**src/rvcsr_pkg.sv**
```systemverilog
`default_nettype none
// ----------------------------------------------------------------------------
// RV64 CSR file package
// Shared types, CSR addresses, bit masks and store slot numbers.
// ----------------------------------------------------------------------------
package rvcsr_pkg;

	// Command codes
	localparam logic CMD_READ  = 1'b0;
	localparam logic CMD_WRITE = 1'b1;

	// CSR addresses
	localparam logic [11:0] CSR_MVENDORID  = 12'hF11;
	localparam logic [11:0] CSR_MARCHID    = 12'hF12;
	localparam logic [11:0] CSR_MIMPID     = 12'hF13;
	localparam logic [11:0] CSR_MHARTID    = 12'hF14;
	localparam logic [11:0] CSR_MSTATUS    = 12'h300;
	localparam logic [11:0] CSR_MISA       = 12'h301;
	localparam logic [11:0] CSR_MEDELEG    = 12'h302;
	localparam logic [11:0] CSR_MIDELEG    = 12'h303;
	localparam logic [11:0] CSR_MIE        = 12'h304;
	localparam logic [11:0] CSR_MTVEC      = 12'h305;
	localparam logic [11:0] CSR_MCOUNTEREN = 12'h306;
	localparam logic [11:0] CSR_MSCRATCH   = 12'h340;
	localparam logic [11:0] CSR_MEPC       = 12'h341;
	localparam logic [11:0] CSR_MCAUSE     = 12'h342;
	localparam logic [11:0] CSR_MTVAL      = 12'h343;
	localparam logic [11:0] CSR_MIP        = 12'h344;
	localparam logic [11:0] CSR_MCYCLE     = 12'hB00;
	localparam logic [11:0] CSR_MINSTRET   = 12'hB02;
	localparam logic [11:0] CSR_CYCLE      = 12'hC00;
	localparam logic [11:0] CSR_TIME       = 12'hC01;
	localparam logic [11:0] CSR_INSTRET    = 12'hC02;
	localparam logic [11:0] CSR_SSTATUS    = 12'h100;
	localparam logic [11:0] CSR_SIE        = 12'h104;
	localparam logic [11:0] CSR_STVEC      = 12'h105;
	localparam logic [11:0] CSR_SCOUNTEREN = 12'h106;
	localparam logic [11:0] CSR_SSCRATCH   = 12'h140;
	localparam logic [11:0] CSR_SEPC       = 12'h141;
	localparam logic [11:0] CSR_SCAUSE     = 12'h142;
	localparam logic [11:0] CSR_STVAL      = 12'h143;
	localparam logic [11:0] CSR_SIP        = 12'h144;
	localparam logic [11:0] CSR_SATP       = 12'h180;

	// Masks and constant values
	localparam int unsigned STATUS_W = 23;
	localparam int unsigned IRQ_W    = 12;
	localparam logic [STATUS_W-1:0] MSTATUS_KEEP  = 23'h7E19AA;
	localparam logic [STATUS_W-1:0] SSTATUS_VIEW  = 23'h0C0122;
	localparam logic [STATUS_W-1:0] MSTATUS_RESET = 23'h001800; // MPP = machine
	localparam logic [IRQ_W-1:0]    IRQ_ALL       = 12'hAAA;
	localparam logic [IRQ_W-1:0]    IRQ_SUPER     = 12'h222;
	localparam logic [IRQ_W-1:0]    IRQ_SSIP      = 12'h002;
	localparam logic [63:0]         MISA_VALUE    = 64'h8000_0000_0014_1101;
	localparam logic [3:0]          TRANSLATION_BARE = 4'd0;
	localparam logic [3:0]          TRANSLATION_SV39 = 4'd8;

	// Plain store slots
	localparam int unsigned STORE_DEPTH = 17;
	localparam int unsigned SLOT_W      = $clog2(STORE_DEPTH);
	localparam logic [SLOT_W-1:0] SLOT_MEDELEG    = 5'd0;
	localparam logic [SLOT_W-1:0] SLOT_MIDELEG    = 5'd1;
	localparam logic [SLOT_W-1:0] SLOT_MTVEC      = 5'd2;
	localparam logic [SLOT_W-1:0] SLOT_MCOUNTEREN = 5'd3;
	localparam logic [SLOT_W-1:0] SLOT_MSCRATCH   = 5'd4;
	localparam logic [SLOT_W-1:0] SLOT_MEPC       = 5'd5;
	localparam logic [SLOT_W-1:0] SLOT_MCAUSE     = 5'd6;
	localparam logic [SLOT_W-1:0] SLOT_MTVAL      = 5'd7;
	localparam logic [SLOT_W-1:0] SLOT_MCYCLE     = 5'd8;
	localparam logic [SLOT_W-1:0] SLOT_MINSTRET   = 5'd9;
	localparam logic [SLOT_W-1:0] SLOT_STVEC      = 5'd10;
	localparam logic [SLOT_W-1:0] SLOT_SCOUNTEREN = 5'd11;
	localparam logic [SLOT_W-1:0] SLOT_SSCRATCH   = 5'd12;
	localparam logic [SLOT_W-1:0] SLOT_SEPC       = 5'd13;
	localparam logic [SLOT_W-1:0] SLOT_SCAUSE     = 5'd14;
	localparam logic [SLOT_W-1:0] SLOT_STVAL      = 5'd15;
	localparam logic [SLOT_W-1:0] SLOT_SATP       = 5'd16;

	typedef enum logic [3:0] {
		KIND_NONE,
		KIND_ZERO,
		KIND_MSTATUS,
		KIND_MISA,
		KIND_MIE,
		KIND_MIP,
		KIND_SSTATUS,
		KIND_SIE,
		KIND_SIP,
		KIND_STORE
	} csr_kind_t;

	typedef enum logic [1:0] {
		WMODE_PLAIN,
		WMODE_TVEC,
		WMODE_EPC,
		WMODE_SATP
	} csr_wmode_t;

	typedef struct packed {
		logic              impl;
		csr_kind_t         kind;
		logic [SLOT_W-1:0] slot;
		logic              writable;
		csr_wmode_t        wmode;
	} csr_dec_t;

	typedef struct packed {
		logic        cmd;
		logic [11:0] csr_address;
		logic [63:0] write_data;
	} csr_req_t;

	typedef struct packed {
		logic [63:0] read_data;
		logic        implemented;
	} csr_rsp_t;

endpackage
`default_nettype wire

```
**src/rv64_csr_register_file.sv**
```systemverilog
`default_nettype none
// ----------------------------------------------------------------------------
// RV64 machine/supervisor CSR register file
// Read or write one CSR per item; returns read data and an implemented flag.
// ----------------------------------------------------------------------------
// Usage: busy is always low, so an item is taken on every cycle that start is
// high, one item per clock. The result for an item appears on rsp with done
// high once it has passed the input register and then the result register,
// and stays for one cycle only; the receiver cannot stall it.
// Items act on the state strictly in order: a read sees every earlier write.
// A write returns read_data zero; an unimplemented address returns zero with
// implemented low and changes nothing. Writes to read-only CSRs (IDs, misa,
// cycle, time, instret) are dropped but report implemented. mcycle and
// minstret never count on their own.
// ----------------------------------------------------------------------------
module rv64_csr_register_file (
	input  wire logic                clk,
	input  wire logic                arst_n,
	input  wire logic                start,
	output logic                     busy,
	input  wire rvcsr_pkg::csr_req_t req,
	output logic                     done,
	output rvcsr_pkg::csr_rsp_t      rsp
);
	import rvcsr_pkg::*;

	logic     valid_s1;
	csr_req_t req_s1;
	logic     valid_s2;
	csr_rsp_t rsp_s2;
	csr_dec_t dec;
	logic     we;
	logic [63:0] rdata;

	// Never stall: no stage ever holds an item back
	assign busy = 1'b0;

	// Input register: capture the item on start
	always_ff @(posedge clk or negedge arst_n) begin
		if (!arst_n)
			valid_s1 <= 1'b0;
		else
			valid_s1 <= start && !busy;
	end

	always_ff @(posedge clk) begin
		if (start && !busy)
			req_s1 <= req;
	end

	rvcsr_decode u_decode (
		.addr (req_s1.csr_address),
		.dec  (dec)
	);

	// Commit the write at the end of stage one so the next item sees it
	assign we = valid_s1 && (req_s1.cmd == CMD_WRITE) && dec.impl;

	rvcsr_regs u_regs (
		.clk    (clk),
		.arst_n (arst_n),
		.we     (we),
		.dec    (dec),
		.wdata  (req_s1.write_data),
		.rdata  (rdata)
	);

	// Result register: present for one cycle
	always_ff @(posedge clk or negedge arst_n) begin
		if (!arst_n)
			valid_s2 <= 1'b0;
		else
			valid_s2 <= valid_s1;
	end

	always_ff @(posedge clk) begin
		if (valid_s1) begin
			rsp_s2.implemented <= dec.impl;
			rsp_s2.read_data   <= (req_s1.cmd == CMD_READ && dec.impl) ? rdata : 64'd0;
		end
	end

	assign done = valid_s2;
	assign rsp  = rsp_s2;

`ifndef ASSERT_OFF
	a_latency: assert property (@(posedge clk) disable iff (!arst_n)
		(start && !busy) |-> ##2 done)
		else $error("item result did not appear two cycles after start");
	a_no_spurious: assert property (@(posedge clk) disable iff (!arst_n)
		!start |-> ##2 !done)
		else $error("result strobe without an accepted item");
`endif

endmodule
`default_nettype wire

```
**src/rvcsr_decode.sv**
```systemverilog
`default_nettype none
// ----------------------------------------------------------------------------
// CSR address decoder
// Maps a 12-bit CSR number to its kind, store slot and write rule.
// ----------------------------------------------------------------------------
module rvcsr_decode (
	input  wire logic [11:0]        addr,
	output rvcsr_pkg::csr_dec_t     dec
);
	import rvcsr_pkg::*;

	always_comb begin
		dec          = '0;
		dec.impl     = 1'b1;
		dec.kind     = KIND_STORE;
		dec.slot     = SLOT_MEDELEG;
		dec.writable = 1'b1;
		dec.wmode    = WMODE_PLAIN;
		case (addr)
			CSR_MVENDORID, CSR_MARCHID, CSR_MIMPID, CSR_MHARTID, CSR_TIME: begin
				dec.kind     = KIND_ZERO;
				dec.writable = 1'b0;
			end
			CSR_MSTATUS: dec.kind = KIND_MSTATUS;
			CSR_MISA: begin
				dec.kind     = KIND_MISA;
				dec.writable = 1'b0;
			end
			CSR_MIE:     dec.kind = KIND_MIE;
			CSR_MIP:     dec.kind = KIND_MIP;
			CSR_SSTATUS: dec.kind = KIND_SSTATUS;
			CSR_SIE:     dec.kind = KIND_SIE;
			CSR_SIP:     dec.kind = KIND_SIP;
			CSR_MEDELEG:    dec.slot = SLOT_MEDELEG;
			CSR_MIDELEG:    dec.slot = SLOT_MIDELEG;
			CSR_MTVEC: begin
				dec.slot  = SLOT_MTVEC;
				dec.wmode = WMODE_TVEC;
			end
			CSR_MCOUNTEREN: dec.slot = SLOT_MCOUNTEREN;
			CSR_MSCRATCH:   dec.slot = SLOT_MSCRATCH;
			CSR_MEPC: begin
				dec.slot  = SLOT_MEPC;
				dec.wmode = WMODE_EPC;
			end
			CSR_MCAUSE:     dec.slot = SLOT_MCAUSE;
			CSR_MTVAL:      dec.slot = SLOT_MTVAL;
			CSR_MCYCLE:     dec.slot = SLOT_MCYCLE;
			CSR_MINSTRET:   dec.slot = SLOT_MINSTRET;
			CSR_CYCLE: begin
				dec.slot     = SLOT_MCYCLE;
				dec.writable = 1'b0;
			end
			CSR_INSTRET: begin
				dec.slot     = SLOT_MINSTRET;
				dec.writable = 1'b0;
			end
			CSR_STVEC: begin
				dec.slot  = SLOT_STVEC;
				dec.wmode = WMODE_TVEC;
			end
			CSR_SCOUNTEREN: dec.slot = SLOT_SCOUNTEREN;
			CSR_SSCRATCH:   dec.slot = SLOT_SSCRATCH;
			CSR_SEPC: begin
				dec.slot  = SLOT_SEPC;
				dec.wmode = WMODE_EPC;
			end
			CSR_SCAUSE:     dec.slot = SLOT_SCAUSE;
			CSR_STVAL:      dec.slot = SLOT_STVAL;
			CSR_SATP: begin
				dec.slot  = SLOT_SATP;
				dec.wmode = WMODE_SATP;
			end
			default: begin
				dec.impl     = 1'b0;
				dec.kind     = KIND_NONE;
				dec.writable = 1'b0;
			end
		endcase
	end

endmodule
`default_nettype wire

```
**src/rvcsr_regs.sv**
```systemverilog
`default_nettype none
// ----------------------------------------------------------------------------
// CSR state
// Holds mstatus, mie, mip and the plain store; reads and applies write rules.
// ----------------------------------------------------------------------------
module rvcsr_regs (
	input  wire logic                clk,
	input  wire logic                arst_n,
	input  wire logic                we,
	input  wire rvcsr_pkg::csr_dec_t dec,
	input  wire logic [63:0]         wdata,
	output logic [63:0]              rdata
);
	import rvcsr_pkg::*;

	logic [STATUS_W-1:0] status_q;
	logic [IRQ_W-1:0]    mie_q;
	logic [IRQ_W-1:0]    mip_q;
	logic [63:0]         store_q [STORE_DEPTH];
	logic [63:0]         store_wdata;
	logic                store_wen;

	// Apply the per-register write rule for plain store entries
	always_comb begin
		store_wdata = wdata;
		store_wen   = we && (dec.kind == KIND_STORE) && dec.writable;
		case (dec.wmode)
			WMODE_TVEC:  store_wdata = {wdata[63:2], wdata[1] ? 2'b00 : wdata[1:0]};
			WMODE_EPC:   store_wdata = {wdata[63:2], 2'b00};
			WMODE_SATP: begin
				if (wdata[63:60] != TRANSLATION_BARE && wdata[63:60] != TRANSLATION_SV39)
					store_wen = 1'b0;
			end
			default:     store_wdata = wdata;
		endcase
	end

	always_ff @(posedge clk or negedge arst_n) begin
		if (!arst_n) begin
			status_q <= MSTATUS_RESET;
			mie_q    <= '0;
			mip_q    <= '0;
			for (int i = 0; i < STORE_DEPTH; i++)
				store_q[i] <= '0;
		end else begin
			if (we) begin
				case (dec.kind)
					KIND_MSTATUS: status_q <= wdata[STATUS_W-1:0] & MSTATUS_KEEP;
					KIND_SSTATUS: status_q <= (status_q & ~SSTATUS_VIEW)
						| (wdata[STATUS_W-1:0] & SSTATUS_VIEW);
					KIND_MIE: mie_q <= wdata[IRQ_W-1:0] & IRQ_ALL;
					KIND_SIE: mie_q <= (mie_q & ~IRQ_SUPER) | (wdata[IRQ_W-1:0] & IRQ_SUPER);
					KIND_MIP: mip_q <= (mip_q & ~IRQ_SUPER) | (wdata[IRQ_W-1:0] & IRQ_SUPER);
					KIND_SIP: mip_q <= (mip_q & ~IRQ_SSIP) | (wdata[IRQ_W-1:0] & IRQ_SSIP);
					default: ;
				endcase
			end
			if (store_wen)
				store_q[dec.slot] <= store_wdata;
		end
	end

	always_comb begin
		case (dec.kind)
			KIND_MSTATUS: rdata = {{(64-STATUS_W){1'b0}}, status_q};
			KIND_SSTATUS: rdata = {{(64-STATUS_W){1'b0}}, status_q & SSTATUS_VIEW};
			KIND_MISA:    rdata = MISA_VALUE;
			KIND_MIE:     rdata = {{(64-IRQ_W){1'b0}}, mie_q};
			KIND_SIE:     rdata = {{(64-IRQ_W){1'b0}}, mie_q & IRQ_SUPER};
			KIND_MIP:     rdata = {{(64-IRQ_W){1'b0}}, mip_q};
			KIND_SIP:     rdata = {{(64-IRQ_W){1'b0}}, mip_q & IRQ_SUPER};
			KIND_STORE:   rdata = store_q[dec.slot];
			default:      rdata = '0;
		endcase
	end

`ifndef ASSERT_OFF
	a_status_keep: assert property (@(posedge clk) disable iff (!arst_n)
		(status_q & ~MSTATUS_KEEP) == '0)
		else $error("mstatus holds a bit outside its writable mask");
	a_irq_masks: assert property (@(posedge clk) disable iff (!arst_n)
		((mie_q & ~IRQ_ALL) == '0) && ((mip_q & ~IRQ_SUPER) == '0))
		else $error("mie or mip holds a bit outside its mask");
	a_epc_aligned: assert property (@(posedge clk) disable iff (!arst_n)
		(store_q[SLOT_MEPC][1:0] == 2'b00) && (store_q[SLOT_SEPC][1:0] == 2'b00))
		else $error("mepc or sepc has low bits set");
`endif

endmodule
`default_nettype wire

```
**config.mk**
```make
export PLATFORM = sky130hd
export DESIGN_NAME = rv64_csr_register_file
export DESIGN_NICKNAME = d
export VERILOG_FILES = /design/src/rvcsr_pkg.sv /design/src/rv64_csr_register_file.sv /design/src/rvcsr_decode.sv /design/src/rvcsr_regs.sv
export SDC_FILE = /design/constraint.sdc
export NUM_CORES = 2
export LEC_CHECK = 0
export ABC_AREA = 0
export BUFFER_PORTS_ARGS = -buffer_cell sky130_fd_sc_hd__buf_2
export CAP_MARGIN = 5
export CORE_MARGIN = 1.5
export CORE_UTILIZATION = 42
export DETAILED_ROUTE_END_ITERATION = 16
export PLACE_DENSITY = 0.68
export SYNTH_ARGS = -nofsm -noshare
export SYNTH_HDL_FRONTEND = slang
export SYNTH_SLANG_ARGS = --single-unit
```
**constraint.sdc**
```tcl
create_clock -name clk -period 8.35 [get_ports clk]
set_clock_uncertainty 0.1 [all_clocks]
set_input_delay 0.4175 -clock clk [delete_from_list [all_inputs] [get_ports clk]]
set_output_delay 0.4175 -clock clk [all_outputs]
set_load 0.02 [all_outputs]
```
==> flow_summary.ini <==
[synth]
synthTopCellsByArea = dfrtp_1, mux2_2, edfxtp_1, nand2_1, mux4_2
synth.ff_latch_count = 1254
synth_edf_count = 142
ys_warn_count = 0
yosysTopAreaCellShare_pct = 49.7
synth_top_area_cell = dfrtp_1
postSynthCellCount = 4565
portion_of_the_post_synthesis_area_used_by_sequential_elements_pct = 57.4
synth_cell_type_count = 78
synth.net_count = 4647
syn_avg_cell_area_sq_um = 12.2
synth.cell_area_sq_um = 55900
synth-main-ff-cell = dfrtp_1
postSynth.asyncResetShare_pct = 88.7

[floorplan]
die_h_microns = 368
start_util_pct = 42.4
floorplan.core_area_sq_um = 132000
top_level_ports = 147
rows = 133
dieWidth_microns = 368
dieArea_sq_um = 135000

[clock_network]
post_cts.repair.setup_buffers = 0
clk-insertion-delay-late_ns = 0.78
numClockSinks = 1254
cts_htree_levels = 4
clk_transition_reported_paths_ns = 0.06
cts_made_buffers = 134
cell_at_the_root_of_the_clock_tree = clkbuf_16
clk_path_buf_depth = 3
cts_tree = done
post_cts.resized_instances = 0

[grt]
first_global_vias = 37900
globalRoute.totalOverflow = 0
antenna_found_initial = 4
grt_max_degree = 166
grt_use_total_pct = 22.6
grt_first_pass_wirelength_microns = 236000

[power]
power-per-cell-area_nw_per_um2 = 201
ir_drop_mv = 0.196
power.leakage_nw = 29.7

[hold_path]
hold_path.class = in2async

[detailed_routing]
route.met3.wl_microns = 9670
wl_per_cell_microns = 23.7
drt_wl_total_microns = 153000
highest-signal-layer = met4
wirelength_met1_microns = 66300
route.detailed.vias_per_inst = 5.82
num_vias = 37600
detailroute.wirelength.met2_microns = 73200
firstDrtPassIters = 6
postRouteAntennaNets = 0
drt_first_iter_violations = 3335
drc = 0

[layout]
layout.nets = 4680
area_growth_pct = 12.9
layout.filler_cells = 11600
instances_no_fill = 6463
final_layout_size_suffix_gt1_share_pct = 31.4

[critical_path]
critical-path-top-delay-family = compound AO/OA/AOI/OAI gates
crit_top_cell = buf_4
timing.critical_path.depth = 10
critical_path_buf_inv_count = 2
worstPathArrival_ns = 5.52
critical_path.reg2reg.startpoint = req_s1[70]
r2r_setup_slk_ns = 3.24
setup.worst_path.class = reg2reg
worst_setup_path_end_kind = flip-flop
worst_path_largest_cell_delay_ns = 1.00
worst_ep_required_time_ns = 8.76
crit_path_top_delay_cell = o32a_2
critical_path.max_fanout = 44
start_kind = flip-flop
reg2reg_depth = 10
timing.critical_path.cells = and4bb_2 -> a31oi_2 -> o32a_2 -> buf_4 -> buf_4 -> mux2_2 -> o22ai_1 -> a31oi_1 -> o2111ai_1 -> o2bb2ai_1
rr_endpoint = rsp[22]

[placed_design]
dp_cells = 6139
gp_congestion = 0.859
buffer_ports.inserted = 145
dp.final_hpwl_microns = 82900

[timing]
rsz0062_at_grt = false
hold_violations = 0
final-setup-viol-count = 0
timing.slew.headroom_pct = 11.2
clock.fmax_mhz = 196
min_period_over_period_pct = 61.2
final-max-slew-violation-count = 0
timing.final.crit_period_ns = 5.11
totalNegativeSetupSlack_ns = 0
max_slew.worst_pin.slew_ns = 1.33

[status]
outcome = finished, final reports clean

[run]
drv.max_cap_violation_count = 0
## layout make-up
type | count | area, sq um | share of cell area [%]
Antenna cell | 1 | 2.50 | 0.00397
Inverter | 5 | 18.8 | 0.0297
Clock buffer | 199 | 3850 | 6.10
Tap cell | 1755 | 2200 | 3.48
Timing Repair Buffer | 289 | 2130 | 3.37
Sequential cell | 1254 | 32100 | 50.9
Multi-Input combinational cell | 2914 | 22300 | 35.3
Clock inverter | 46 | 561 | 0.888
## per-stage QoR
| step | setup slack (ns) | total power [W] | util, % | hold WS (ns) | cell area [sq um] |
|---|---|---|---|---|---|
| floorplan | 4.78 | 0.00655 | - | 0.0219 | 55900 |
| global placement | 3.28 | 0.00681 | 43.9 | 0.321 | 57900 |
| detailed placement | 3.28 | 0.00681 | 43.9 | 0.319 | 57900 |
| CTS | 3.26 | 0.0128 | 47.9 | 0.0769 | 63100 |
| global route | 3.04 | 0.0131 | 47.9 | 0.125 | 63100 |
| finish | 3.24 | 0.0127 | 47.9 | 0.0949 | 63100 |
## registers in the layout, summed over array words and instances (netlist names)
name and flops:
u_regs.store_q 1088, req_s1 77, rsp 65, u_regs.status_q 13, u_regs.mie_q 6, u_regs.mip_q 3, done 1, valid_s1 1
## where the power goes
part           switching, W  internal, W  leakage [nW]  total, W
logic              0.000213     0.000105          10.6  0.000318
clock network       0.00253      0.00345          2.16   0.00598
registers          0.000163      0.00624          16.9   0.00640
## cells by family after synthesis
logic type                 after synthesis  synth area share (%)
DFF                                   1254                  57.4
buffers and inverters                  397                  3.12
AOI/OAI and AO/OA                      468                  5.28
muxes                                 1110                  23.5
and+or+nand+nor                       1331                  10.6
xor gates and xnor gates                 2                0.0314
adders and majority gates                2                0.0448
other                                    1               0.00671
## synthesized netlist by cell type (3+ instances only)
library cell  instances
o221ai_1              6
nand3_1              85
clkbuf_1            227
mux2i_1              27
o21ai_0              46
nand2_1             935
buf_6                 7
a21o_1                3
mux2_2              967
buf_1                19
o32ai_1               4
nand4b_1              4
and3_1              140
nor2_1               32
buf_4                11
a31oi_1             158
edfxtp_1            142
inv_1                 5
and2_1               10
or3_1                11
o2111ai_1            15
mux2_1               58
nor4_2                4
a311oi_1              3
or4_1                 6
buf_2               126
nand2b_1              3
nand4_1              11
a22oi_1               5
nor3_1               17
mux4_2               56
o22ai_1             104
or2_2                 3
dfrtp_1            1110
nor2b_1               4
a211oi_1              9
a21oi_1              90
nor4_1               46
## worst max path at each step
| stage | to | start |
|---|---|---|
| CTS | rsp[22] | req_s1[70] |
| floorplan | u_regs.store_q[551] | valid_s1 |
| finish | rsp[22] | req_s1[70] |
| global route | rsp[18] | req_s1[70] |
| detailed placement | rsp[22] | req_s1[70] |
| global placement | rsp[22] | req_s1[70] |
## placed cells by master, fill, tap and decap left out, types with 73 or more instances in the layout
cell type	count
a21oi_1	90
a31oi_1	158
and3_1	140
buf_2	143
clkbuf_16	137
dfrtp_1	1109
dlygate4sd3_1	78
edfxtp_1	142
mux2_2	967
nand2_1	932
nand3_1	73
o22ai_1	104
## routing by layer
layer | vias to the layer above | global-route usage, %
li1 | 16400 | -
met4 | 0 | 7.57
met3 | 293 | 3.72
met5 | - | 0
met2 | 1318 | 36.4
met1 | 19700 | 31.1
## what timing repair did
action,CTS,global route
hold buffers,78,0
setup endpoints to repair,0,0
hold endpoints to repair,140,0
(Power assumes the default switching activity.)
